File: config.mk
export PLATFORM = sky130hd
export DESIGN_NAME = thnd_result_fifo
export DESIGN_NICKNAME = d
export VERILOG_FILES = /design/src/hw/rtl/thnd_pkg.sv /design/src/hw/rtl/thnd_result_fifo.sv
export SDC_FILE = /design/constraint.sdc
export NUM_CORES = 1
export LEC_CHECK = 0
export CAP_MARGIN = 20
export CORE_AREA = 2 2 173 175
export CTS_BUF_LIST = sky130_fd_sc_hd__clkbuf_8
export DETAILED_ROUTE_END_ITERATION = 8
export DIE_AREA = 0 0 175 177
export DONT_BUFFER_PORTS = 1
export PLACE_DENSITY_LB_ADDON = 0.25
export SLEW_MARGIN = 10
export SYNTH_ARGS = -nofsm -noshare
export SYNTH_HDL_FRONTEND = slang
export SYNTH_SLANG_ARGS = --single-unit
File: constraint.sdc
create_clock -name clock -period 5.68 [get_ports clock]
set_input_delay 0.568 -clock clock [delete_from_list [all_inputs] [get_ports clock]]
set_output_delay 0.568 -clock clock [all_outputs]
set_load 0.01 [all_outputs]
File: src/hw/rtl/thnd_pkg.sv
// ----------------------------------------------------------------------------
// thnd_pkg
// Shared types and constants for the table-driven Huffman nibble decoder:
// operation codes, the result queue geometry and the push bundle that
// carries decoded bytes from the step logic into the result queue.
// ----------------------------------------------------------------------------
package thnd_pkg;

   // Operation codes carried in the request tuser field
   typedef enum logic [2:0] {
      OP_LOAD_NIBBLE = 3'd0,
      OP_LOAD_DIGIT  = 3'd1,
      OP_DECODE_BYTE = 3'd2,
      OP_DECODE_TAIL = 3'd3,
      OP_RESTART     = 3'd4
   } op_type;

   // Result queue geometry
   localparam int RSP_FIFO_DEPTH   = 16;
   localparam int FIFO_PTR_W       = 4;
   localparam int FIFO_LVL_W       = 5;
   // Worst case: three bytes still landing from the finishing transaction
   // plus four from the new one
   localparam int ACCEPT_LEVEL_MAX = RSP_FIFO_DEPTH - 7;

   // Up to three decoded bytes pushed in one cycle, lowest index first
   typedef struct packed {
      logic [1:0]      count;
      logic [2:0][7:0] sym;
      logic [2:0]      last;
   } rsp_push_type;

endpackage

File: src/hw/rtl/thnd_result_fifo.sv
// ----------------------------------------------------------------------------
// thnd_result_fifo
// Result queue of decoded bytes. Takes up to three bytes per cycle from the
// step logic and hands one per cycle to the result channel while out_ready is high.
// ----------------------------------------------------------------------------
module thnd_result_fifo (
   input  logic                           clock,
   input  logic                           reset,
   input  thnd_pkg::rsp_push_type         push,
   output logic                           out_valid,
   input  logic                           out_ready,
   output logic [7:0]                     out_sym,
   output logic                           out_last,
   output logic [thnd_pkg::FIFO_LVL_W-1:0] level
);
   import thnd_pkg::*;

   logic [7:0]            sym_ff  [RSP_FIFO_DEPTH];
   logic                  last_ff [RSP_FIFO_DEPTH];
   logic [FIFO_PTR_W-1:0] wr_ptr_ff, wr_ptr_in;
   logic [FIFO_PTR_W-1:0] rd_ptr_ff, rd_ptr_in;
   logic [FIFO_LVL_W-1:0] level_ff, level_in;
   logic                  pop;

   // Head of queue
   assign out_valid = (level_ff != '0);
   assign out_sym   = sym_ff[rd_ptr_ff];
   assign out_last  = last_ff[rd_ptr_ff];
   assign level     = level_ff;
   assign pop       = out_valid && out_ready;

   // Pointer and level update
   always_comb begin
      wr_ptr_in = wr_ptr_ff + FIFO_PTR_W'(push.count);
      rd_ptr_in = rd_ptr_ff + FIFO_PTR_W'(pop);
      level_in  = level_ff + FIFO_LVL_W'(push.count) - FIFO_LVL_W'(pop);
   end

   always_ff @(posedge clock) begin
      if (reset) begin
         wr_ptr_ff <= '0;
         rd_ptr_ff <= '0;
         level_ff  <= '0;
      end else begin
         wr_ptr_ff <= wr_ptr_in;
         rd_ptr_ff <= rd_ptr_in;
         level_ff  <= level_in;
      end
   end

   // Storage: write up to three consecutive slots
   always_ff @(posedge clock) begin
      for (int j = 0; j < 3; j++) begin
         if (2'(j) < push.count) begin
            sym_ff[wr_ptr_ff + FIFO_PTR_W'(j)]  <= push.sym[j];
            last_ff[wr_ptr_ff + FIFO_PTR_W'(j)] <= push.last[j];
         end
      end
   end

endmodule

==> results of run 1 <==
## worst max-delay path, stage by stage, from the launching register on
cell      delay (ns)
dfxtp_1         0.92
ha_1            0.71
buf_4           0.38
nor4_4          0.75
o21bai_1        0.49
## kinds of logic after synthesis
kind of cell	after synthesis
adder cells (fa/ha/maj)	14
XOR/XNOR	11
flip-flops	157
AO/OA/AOI/OAI	297
buffers and inverters	104
multiplexers	72
AND/OR/NAND/NOR	279
## placed cells by master, fill, tap and decap left out, types with 15 or more instances in the layout
cell / count
a21oi_1: 69
a22oi_1: 90
a2bb2oi_1: 36
clkbuf_8: 17
edfxtp_1: 144
mux2i_1: 36
mux4_2: 36
nand2_1: 105
nand3_1: 15
nor2_1: 103
o21ai_0: 42
o21ai_1: 37
## worst min path at each step
stage | start | endpoint | slack [ns] | cells after the start
3_5_place_dp | rd_ptr_ff[3]$_SDFF_PP0_ | rd_ptr_ff[3]$_SDFF_PP0_ | 0.63 | 2
5_1_grt | reset | level[1]$_SDFF_PP0_ | 0.13 | 1
3_3_place_gp | rd_ptr_ff[3]$_SDFF_PP0_ | rd_ptr_ff[3]$_SDFF_PP0_ | 0.63 | 2
2_1_floorplan | rd_ptr_ff[3]$_SDFF_PP0_ | rd_ptr_ff[3]$_SDFF_PP0_ | 0.53 | 2
4_1_cts | reset | wr_ptr_ff[2]$_SDFF_PP0_ | 0.13 | 1
6_report | reset | wr_ptr_ff[1]$_SDFF_PP0_ | 0.15 | 1
## layer usage
| metal | vias to the layer above | part of all wire (%) |
|---|---|---|
| met4 | 0 | 3.9 |
| li1 | 3402 | - |
| met2 | 565 | 42 |
| met3 | 75 | 13 |
| met1 | 3739 | 41 |
| met5 | - | 0 |
## sequential cells by signal, summed over array words and instances, names as in the netlist
signal / flops
last_ff: 16
sym_ff: 128
level: 5
rd_ptr_ff: 4
wr_ptr_ff: 4
## power by group
group	switching (mW)	total [mW]	internal, mW
clock	0.453	0.976	0.523
sequential	0.132	1.51	1.38
combinational	0.525	0.933	0.408
total	1.11	3.42	2.31
## per-stage QoR
stage / setup WS [ns] / total power, mW
after global routing: 1.90 / 3.56
after floorplan: 2.70 / 2.24
after detailed placement: 2.13 / 2.46
final: 2.06 / 3.42
after global placement: 2.21 / 2.45
after CTS: 2.00 / 3.43
## final cells by class
class	count	area [sq um]
fill	2802	18600
multi-input combinational	673	4940
sequential	157	4590
tap	390	488
clock buffer	17	234
clock inverter	14	218
timing repair buffer	11	86.3
inverter	13	48.8
==> results.ini, run 1 <==
[synth]
syn_area_sq_mm=0.0100
synthAdderAreaFrac_pct=1.90
yosys_warnings=0
synth_seq_cells=157
synth_nets=980
yosys.area.top_type=edfxtp_1
synthXorXnorAreaFrac_pct=1.22
synth.area.mux_share_pct=11.7
yosys.cell_count.top_type=edfxtp_1
synth-simple-area-share_pct=14.9
synth_compound_area_share_pct=19.5
ys_seq_area_share_pct=45.7
yosys.area.top_type_share_pct=43.2
syn_inst=934
ys_top_cells_by_area=edfxtp_1, mux4_2, a22oi_1
synth.distinct_cells=51
synth_common_cells=edfxtp_1, nand2_1, nor2_1
synth_edf_count=144
postSynthAreaPerCell_sq_um=10.7
synth_flop_cell=edfxtp_1
ys_async_sr_fraction_pct=0
synth_top_family_by_area=compound AO/OA/AOI/OAI gates

[die]
core_sq_mm=0.0292
die_h_um=177
dieArea_sq_mm=0.0310
chipWidth_um=175
io_pins=47
initial_core_util_pct=34.3
fp-row-count=63

[clock_network]
ctsLongestPathBuffers=2
cts_tree=built
clk_latency_ns=0.49
cts-hold-fix-buffers=0
post_cts_buffers=0
cts_buffers=17
clock_tree.root_cell=clkbuf_8
cts_max_level=4
cts_resized=0
clkSinkCount=157
clk_pin_slew_ns=0.10

[finish]
drive_gt1_share_pct=13.7
final_nets=919
diodes=0
design_area_sq_mm=0.0106
utilization_pct=36.2
layoutNonFillerInstCount=1275
syn2layout_area_growth_pct=5.77

[critical_path]
worstSetupStartpointType=flip-flop
worstPathRequired_ns=5.80
reg2reg_to=sym_ff[1][6]$_DFFE_PP_
critPathArrivalTime_ns=3.74
critPathCaptureType=flip-flop
r2r_start=wr_ptr_ff[2]$_SDFF_PP0_
path_max_fanout=20
r2r_cells=4
critPathCapture=sym_ff[1][6]$_DFFE_PP_
worstSetupStartpoint=wr_ptr_ff[2]$_SDFF_PP0_
critical_path_class=reg -> reg
regToRegSetupSlack_ns=2.06

[grt]
met2_usage_pct=33.5
grt_pass1_wl_um=51100
busiest_layer=met2
grt_max_degree=39
overflow=0
gr-usage-met3_pct=7.65
gr-usage-all-layers_pct=23.5
met1_usage_pct=32.5
grt_pass1_vias=7122
antenna_found_initial=0

[timing]
finalSetupTns_ns=0
fmax_mhz=276
rsz0062_at_grt=no
hold_viol=0
fin_crit_sh_pct=63.7
finalCriticalPeriod_ns=3.62
max_slew_margin_pct=31.5
hold_slack_ns=0.154
setup_violations=0
final_max_slew_viol_count=0
finalClockSkew_ns=0.0208
tightest_slew_ns=1.03

[detailed_routing]
first_pass_iters=5
drtIter0Drc=1158
ant_nets=0
drc=0
vias_per_cell=6.10
num_vias=7781
wire_per_inst_um=28.5
routed_wirelength_um=36400

[worst_hold_path]
hp-class=in -> reg

[power]
peakVddDrop_mv=0.146
p_leak_nw=3.33
powerDensity_mw_per_mm2=323

[placed_design]
hpwl_um=25200
gp_congestion=0.886
placed_area_sq_mm=0.0101
dp_cells=1243
io_buffer_count=0

[run_status]
status=complete, no violations

[flow_run]
cap_violations=0

Power figures use the tool's default switching activity.
==> run 2, diff against run 1 <==
- clock period: 5.68 -> 3.7 ns (I/O delays scaled with it)
==> run 2 against run 1 <==
- design area up 1.2%
- highest routed layer unchanged
- critical path depth up 8
- non-clock buffer count up 24
- wire length up 6.4%
- sequential power up 46%
- first-iteration DRC count down 9.9%
- sequential share of layout area down 0.53 points
- global-route usage up 2.0 points
- largest cell class unchanged
==> results.ini, run 2 (synthesized netlist as in run 1, its figures left out) <==
[critical_path]
regToRegSetupSlack_ns=0.52  ; was 2.06 ns
crit_buf_inv=2  ; was 1
r2r_start=level[3]$_SDFF_PP0_  ; was wr_ptr_ff[2]$_SDFF_PP0_
reg2reg_to=level[4]$_SDFF_PP0_  ; was sym_ff[1][6]$_DFFE_PP_
max_stage_delay_ns=0.65  ; was 0.92 ns
crit_family=simple AND/OR/NAND/NOR gates  ; was flip-flops
slowest_stage=or4b_2  ; was dfxtp_1
critPathCaptureType=flip-flop  ; unchanged
crit_chain=inv_1 > ha_1 > or4b_2 > and2_1 > ha_1 > inv_1 > ha_1 > fa_1 > a21oi_1 > nor2_1 > or3_1 > a21oi_1  ; was ha_1 > buf_4 > nor4_4 > o21bai_1
crit_top_cell=ha_1
worstSetupStartpointType=flip-flop  ; unchanged
cp.depth=12  ; was 4
critPathArrivalTime_ns=3.58  ; was 3.74 ns
r2r_cells=12  ; was 4
critical_path_class=reg -> reg  ; unchanged
path_max_fanout=3  ; was 20
worstPathRequired_ns=4.10  ; was 5.80 ns

[die]
chipWidth_um=175  ; unchanged
io_pins=47  ; unchanged
core_sq_mm=0.0292  ; unchanged
die_h_um=177  ; unchanged
dieArea_sq_mm=0.0310  ; unchanged
initial_core_util_pct=34.3  ; unchanged
fp-row-count=63  ; unchanged

[timing]
tightest_slew_ns=1.02  ; was 1.03 ns
rsz0062_at_grt=no  ; unchanged
finalClockSkew_ns=0.0128  ; was 0.0208 ns
fmax_mhz=315  ; was 276 MHz
hold_slack_ns=0.0893  ; was 0.154 ns
max_slew_margin_pct=32.0  ; was 31.5%
setup_violations=0  ; unchanged
setup_ws_ns=0.523  ; was 2.06 ns
hold_viol=0  ; unchanged
fin_crit_sh_pct=85.9  ; was 63.7%
final_max_slew_viol_count=0  ; unchanged
finalSetupTns_ns=0  ; unchanged
finalCriticalPeriod_ns=3.18  ; was 3.62 ns

[flow_run]
cap_violations=0  ; unchanged

[clock_network]
clock_tree.root_cell=clkbuf_8  ; unchanged
cts_resized=0  ; unchanged
clk_pin_slew_ns=0.10  ; about the same
clkSinkCount=157  ; unchanged
cts_buffers=17  ; unchanged
cts_tree=built  ; unchanged
clk_latency_ns=0.47  ; was 0.49 ns
post_cts_buffers=0  ; unchanged
cts_max_level=4  ; unchanged
ctsLongestPathBuffers=2  ; unchanged
cts-hold-fix-buffers=1  ; was 0

[worst_hold_path]
hp-class=in -> reg  ; unchanged
min_from=push[25]  ; was reset
hold_end=sym_ff[3][6]$_DFFE_PP_  ; was wr_ptr_ff[1]$_SDFF_PP0_
whs_path_depth=2  ; was 1

[finish]
syn2layout_area_growth_pct=7.08  ; was 5.77%
drive_gt1_share_pct=16.2  ; was 13.7%
final_cell_mix=edfxtp_1, nand2_1, nor2_1, a22oi_1, a21oi_1  ; unchanged
register_area_sq_mm=0.00459  ; unchanged
diodes=0  ; unchanged
largest-register=sym_ff  ; unchanged
largest_reg_flops=128  ; unchanged
multi_input_area_sq_mm=0.00494  ; unchanged
final_common_cell=edfxtp_1  ; unchanged
nFillCells=2844  ; was 2802
final_nets=943  ; was 919

[grt]
grt_pass1_vias=7681  ; was 7122
grt_pass1_wl_um=55400  ; was 51100 um
grt_max_degree=37  ; was 39
antenna_found_initial=0  ; unchanged
overflow=0  ; unchanged
gr-usage-all-layers_pct=25.5  ; was 23.5%

[detailed_routing]
vias_per_cell=6.08  ; was 6.10
routed_wirelength_um=38700  ; was 36400 um
num_vias=7909  ; was 7781
drtIter0Drc=1043  ; was 1158
ant_nets=0  ; unchanged
wire_per_inst_um=29.8  ; was 28.5 um
drc=0  ; unchanged
first_pass_iters=7  ; was 5

[power]
powerDensity_mw_per_mm2=485  ; was 323 mW/mm^2
p_leak_nw=3.44  ; was 3.33 nW
peakVddDrop_mv=0.257  ; was 0.146 mV

[placed_design]
gp_congestion=0.934  ; was 0.886
hpwl_um=25800  ; was 25200 um
dp_slack_ns=0.531  ; was 2.13 ns
io_buffer_count=0  ; unchanged

[run_status]
status=complete, no violations  ; unchanged

[run 2: cell types whose count changed in the layout (fill, tap and decap cells not counted), moves of 2 or more]
| cell | change |
|---|---|
| clkinv_2 | +2 |
| buf_4 | +24 |
| inv_6 | +4 |
| clkinvlp_4 | -2 |
| bufinv_16 | -3 |
[run 2: area by class of cell]
cell class                 instances  share of cell area (%)
sequential                       157                    42.7
tap                              390                    4.55
multi-input combinational        673                    46.0
inverter                          13                   0.455
timing repair buffer              35                    2.47
clock inverter                    15                    1.59
clock buffer                      17                    2.18
[run 2: through the flow]
stage | cell area (sq um) | utilization, % | power [mW] | cells
final | 10700 | 36.7 | 5.21 | 1300
after global routing | 10700 | 36.7 | 5.43 | 1300
after CTS | 10700 | 36.7 | 5.22 | 1300
after detailed placement | 10300 | 35.3 | 3.85 | 1267
after global placement | 10300 | 35.3 | 3.84 | 1267
after floorplan | 10000 | - | 3.44 | 934
[run 2: worst max-delay path by stage]
stage / endpoint / startpoint / slack (ns)
after global routing: level[4]$_SDFF_PP0_ / level[3]$_SDFF_PP0_ / 0.38
after CTS: level[4]$_SDFF_PP0_ / level[3]$_SDFF_PP0_ / 0.50
final: level[4]$_SDFF_PP0_ / level[3]$_SDFF_PP0_ / 0.52
after floorplan: level[4]$_SDFF_PP0_ / level[2]$_SDFF_PP0_ / 0.72
after global placement: level[4]$_SDFF_PP0_ / level[2]$_SDFF_PP0_ / 0.59
after detailed placement: level[4]$_SDFF_PP0_ / level[3]$_SDFF_PP0_ / 0.53
[run 2: power breakdown]
group	leakage, nW	switching (mW)	internal, mW	total [mW]
sequential	1.42	0.0811	2.12	2.20
combinational	1.81	0.961	0.655	1.62
clock	0.206	0.767	0.621	1.39
[run 2: routing by layer]
metal | part of all wire [%] | GRT usage, % | vias to the layer above
met5 | 0 | 0 | -
met3 | 10 | 6.23 | 89
met2 | 44 | 39.0 | 509
met1 | 41 | 34.0 | 3864
li1 | - | - | 3447
met4 | 4.8 | 11.9 | 0
[run 2: worst register-to-register path: cells and delay by family (launching register included)]
family	cells	cell delay (ns)
compound gates	2	0.30
flops	1	0.37
fa+ha+maj	4	1.04
simple gates	4	1.27
buf+inv	2	0.14
==> run 3, diff against run 2 <==
- PLACE_DENSITY: unset -> 0.58
- PLACE_DENSITY_LB_ADDON: 0.25 -> unset
==> run 3 against run 2 <==
- sequential share of layout area grew 0.32 points
- critical path depth is the same
- hold slack gained 0.0040 ns
- global-route usage shrank 1.7 points
- first-iteration DRC count grew 16%
- combinational power shrank 7%
- total power shrank 2.2%
- maximum frequency grew 0.24%
- wire length shrank 6.2%
- setup slack gained 0.0075 ns
- register-to-register slack is essentially flat
- largest power group unchanged
- highest routed layer unchanged
==> results.ini, run 3 (synthesized netlist as in run 1, its figures left out) <==
[run_status]
status=complete, no violations  ; unchanged

[detailed_routing]
num_vias=7889  ; was 7909
vias_per_cell=6.12  ; was 6.08
drtIter0Drc=1215  ; was 1043
first_pass_iters=6  ; was 7
drc=0  ; unchanged
ant_nets=0  ; unchanged
wire_per_inst_um=28.1  ; was 29.8 um
routed_wirelength_um=36300  ; was 38700 um

[placed_design]
io_buffer_count=0  ; unchanged
placed_area_sq_mm=0.0102  ; was 0.0103 sq mm
gp_congestion=0.932  ; was 0.934
hpwl_um=24700  ; was 25800 um

[clock_network]
clock_tree.root_cell=clkbuf_8  ; unchanged
ctsLongestPathBuffers=2  ; unchanged
cts_max_level=4  ; unchanged
cts_tree=built  ; unchanged
cts_buffers=17  ; unchanged
clk_pin_slew_ns=0.09  ; was 0.10 ns
clkSinkCount=157  ; unchanged
clk_latency_ns=0.48  ; was 0.47 ns
post_cts_buffers=0  ; unchanged

[critical_path]
critical_path_class=reg -> reg  ; unchanged
critPathArrivalTime_ns=3.57  ; was 3.58 ns
path_max_fanout=3  ; unchanged
worstPathRequired_ns=4.10  ; about the same
regToRegSetupSlack_ns=0.53  ; was 0.52 ns
r2r_start=level[2]$_SDFF_PP0_  ; was level[3]$_SDFF_PP0_
critPathCaptureType=flip-flop  ; unchanged
worstSetupStartpointType=flip-flop  ; unchanged
reg2reg_to=level[4]$_SDFF_PP0_  ; unchanged
r2r_cells=12  ; unchanged

[worst_hold_path]
whs_path_depth=2  ; unchanged
min_from=push[25]  ; unchanged
hp-class=in -> reg  ; unchanged
hold_end=sym_ff[11][6]$_DFFE_PP_  ; was sym_ff[3][6]$_DFFE_PP_

[grt]
overflow=0  ; unchanged
antenna_found_initial=0  ; unchanged
gr-usage-all-layers_pct=23.7  ; was 25.5%
grt_max_degree=34  ; was 37
grt_pass1_wl_um=52500  ; was 55400 um
grt_pass1_vias=7539  ; was 7681

[power]
powerDensity_mw_per_mm2=478  ; was 485 mW/mm^2
peakVddDrop_mv=0.237  ; was 0.257 mV
p_leak_nw=3.38  ; was 3.44 nW

[finish]
largest-register=sym_ff  ; unchanged
diodes=0  ; unchanged
nFillCells=2805  ; was 2844
final_common_cell=edfxtp_1  ; unchanged
drive_gt1_share_pct=14.7  ; was 16.2%
final_cell_mix=edfxtp_1, nand2_1, nor2_1, a22oi_1, a21oi_1  ; unchanged
syn2layout_area_growth_pct=6.29  ; was 7.08%
final_nets=933  ; was 943
largest_reg_flops=128  ; unchanged
design_area_sq_mm=0.0107  ; about the same

[die]
die_h_um=177  ; unchanged
chipWidth_um=175  ; unchanged
initial_core_util_pct=34.3  ; unchanged
core_sq_mm=0.0292  ; unchanged
fp-row-count=63  ; unchanged
io_pins=47  ; unchanged
dieArea_sq_mm=0.0310  ; unchanged

[timing]
tightest_slew_ns=1.34  ; was 1.02 ns
fin_crit_sh_pct=85.7  ; was 85.9%
fmax_mhz=315  ; about the same
finalCriticalPeriod_ns=3.17  ; was 3.18 ns
setup_violations=0  ; unchanged
max_slew_margin_pct=9.58  ; was 32.0%
final_max_slew_viol_count=0  ; unchanged
finalClockSkew_ns=0.00964  ; was 0.0128 ns
hold_viol=0  ; unchanged
rsz0062_at_grt=no  ; unchanged
finalSetupTns_ns=0  ; unchanged

[flow_run]
cap_violations=0  ; unchanged

## run 3: changes by cell type in the layout (fill, tap and decap cells not counted), sizes merged
cell	change
bufinv	+1
inv	-6
buf	-10
clkinvlp	+1
clkinv	+4
## run 3: metal layers
layer  part of all wire [%]  vias to the layer above  wire length (um)  global-route usage (%)
met5                      0                        -                 0                       0
met4                    5.1                        0              1870                    12.6
met3                     13                      114              4550                    7.69
met2                     45                      528             16200                    36.0
met1                     38                     3813             13700                    30.1
li1                       -                     3434                 -                       -
## run 3: worst max path at each step
stage,slack [ns],cells past startpoint,startpoint,end
final,0.53,12,level[2]$_SDFF_PP0_,level[4]$_SDFF_PP0_
after global routing,0.29,12,level[3]$_SDFF_PP0_,level[4]$_SDFF_PP0_
after CTS,0.53,12,level[2]$_SDFF_PP0_,level[4]$_SDFF_PP0_
after detailed placement,0.55,12,level[2]$_SDFF_PP0_,level[4]$_SDFF_PP0_
after global placement,0.60,12,level[3]$_SDFF_PP0_,level[4]$_SDFF_PP0_
after floorplan,0.72,12,level[2]$_SDFF_PP0_,level[4]$_SDFF_PP0_
## run 3: worst max-delay path: stages, from the launching register on
cell and delay [ns]:
dfxtp_1 0.36, inv_1 0.10, ha_1 0.14, or4b_2 0.66
and2_1 0.23, ha_1 0.28, inv_1 0.04, ha_1 0.20
fa_1 0.40, a21oi_1 0.16, nor2_1 0.06, or3_1 0.34
a21oi_1 0.14
## run 3: metrics by stage
stage | total power [mW] | setup WS (ns) | std cells | hold slack (ns) | utilization (%)
5_1_grt | 5.31 | 0.293 | 1290 | 0.0783 | 36.4
6_report | 5.09 | 0.530 | 1290 | 0.0934 | 36.4
4_1_cts | 5.10 | 0.534 | 1288 | 0.0720 | 36.4
2_1_floorplan | 3.44 | 0.725 | 934 | 0.442 | -
3_5_place_dp | 3.81 | 0.554 | 1255 | 0.439 | 35.0
3_3_place_gp | 3.79 | 0.597 | 1255 | 0.438 | 35.0
## run 3: what timing repair did
action / in CTS / in global routing
resized for setup: 0 / 0
endpoints found under the hold margin: 13 / 0
hold buffers: 1 / 0
## run 3: power breakdown
group / switching, mW / internal (mW)
Combinational: 0.853 / 0.651
Clock: 0.667 / 0.652
Sequential: 0.148 / 2.12
## run 3: layout make-up
type,instances,area (sq um),share of cell area [%]
multi-input combinational,673,4940,46.4
sequential,157,4590,43.1
inverter,13,48.8,0.458
tap,390,488,4.58
clock buffer,17,234,2.20
timing repair buffer,25,200,1.88
clock inverter,15,156,1.47
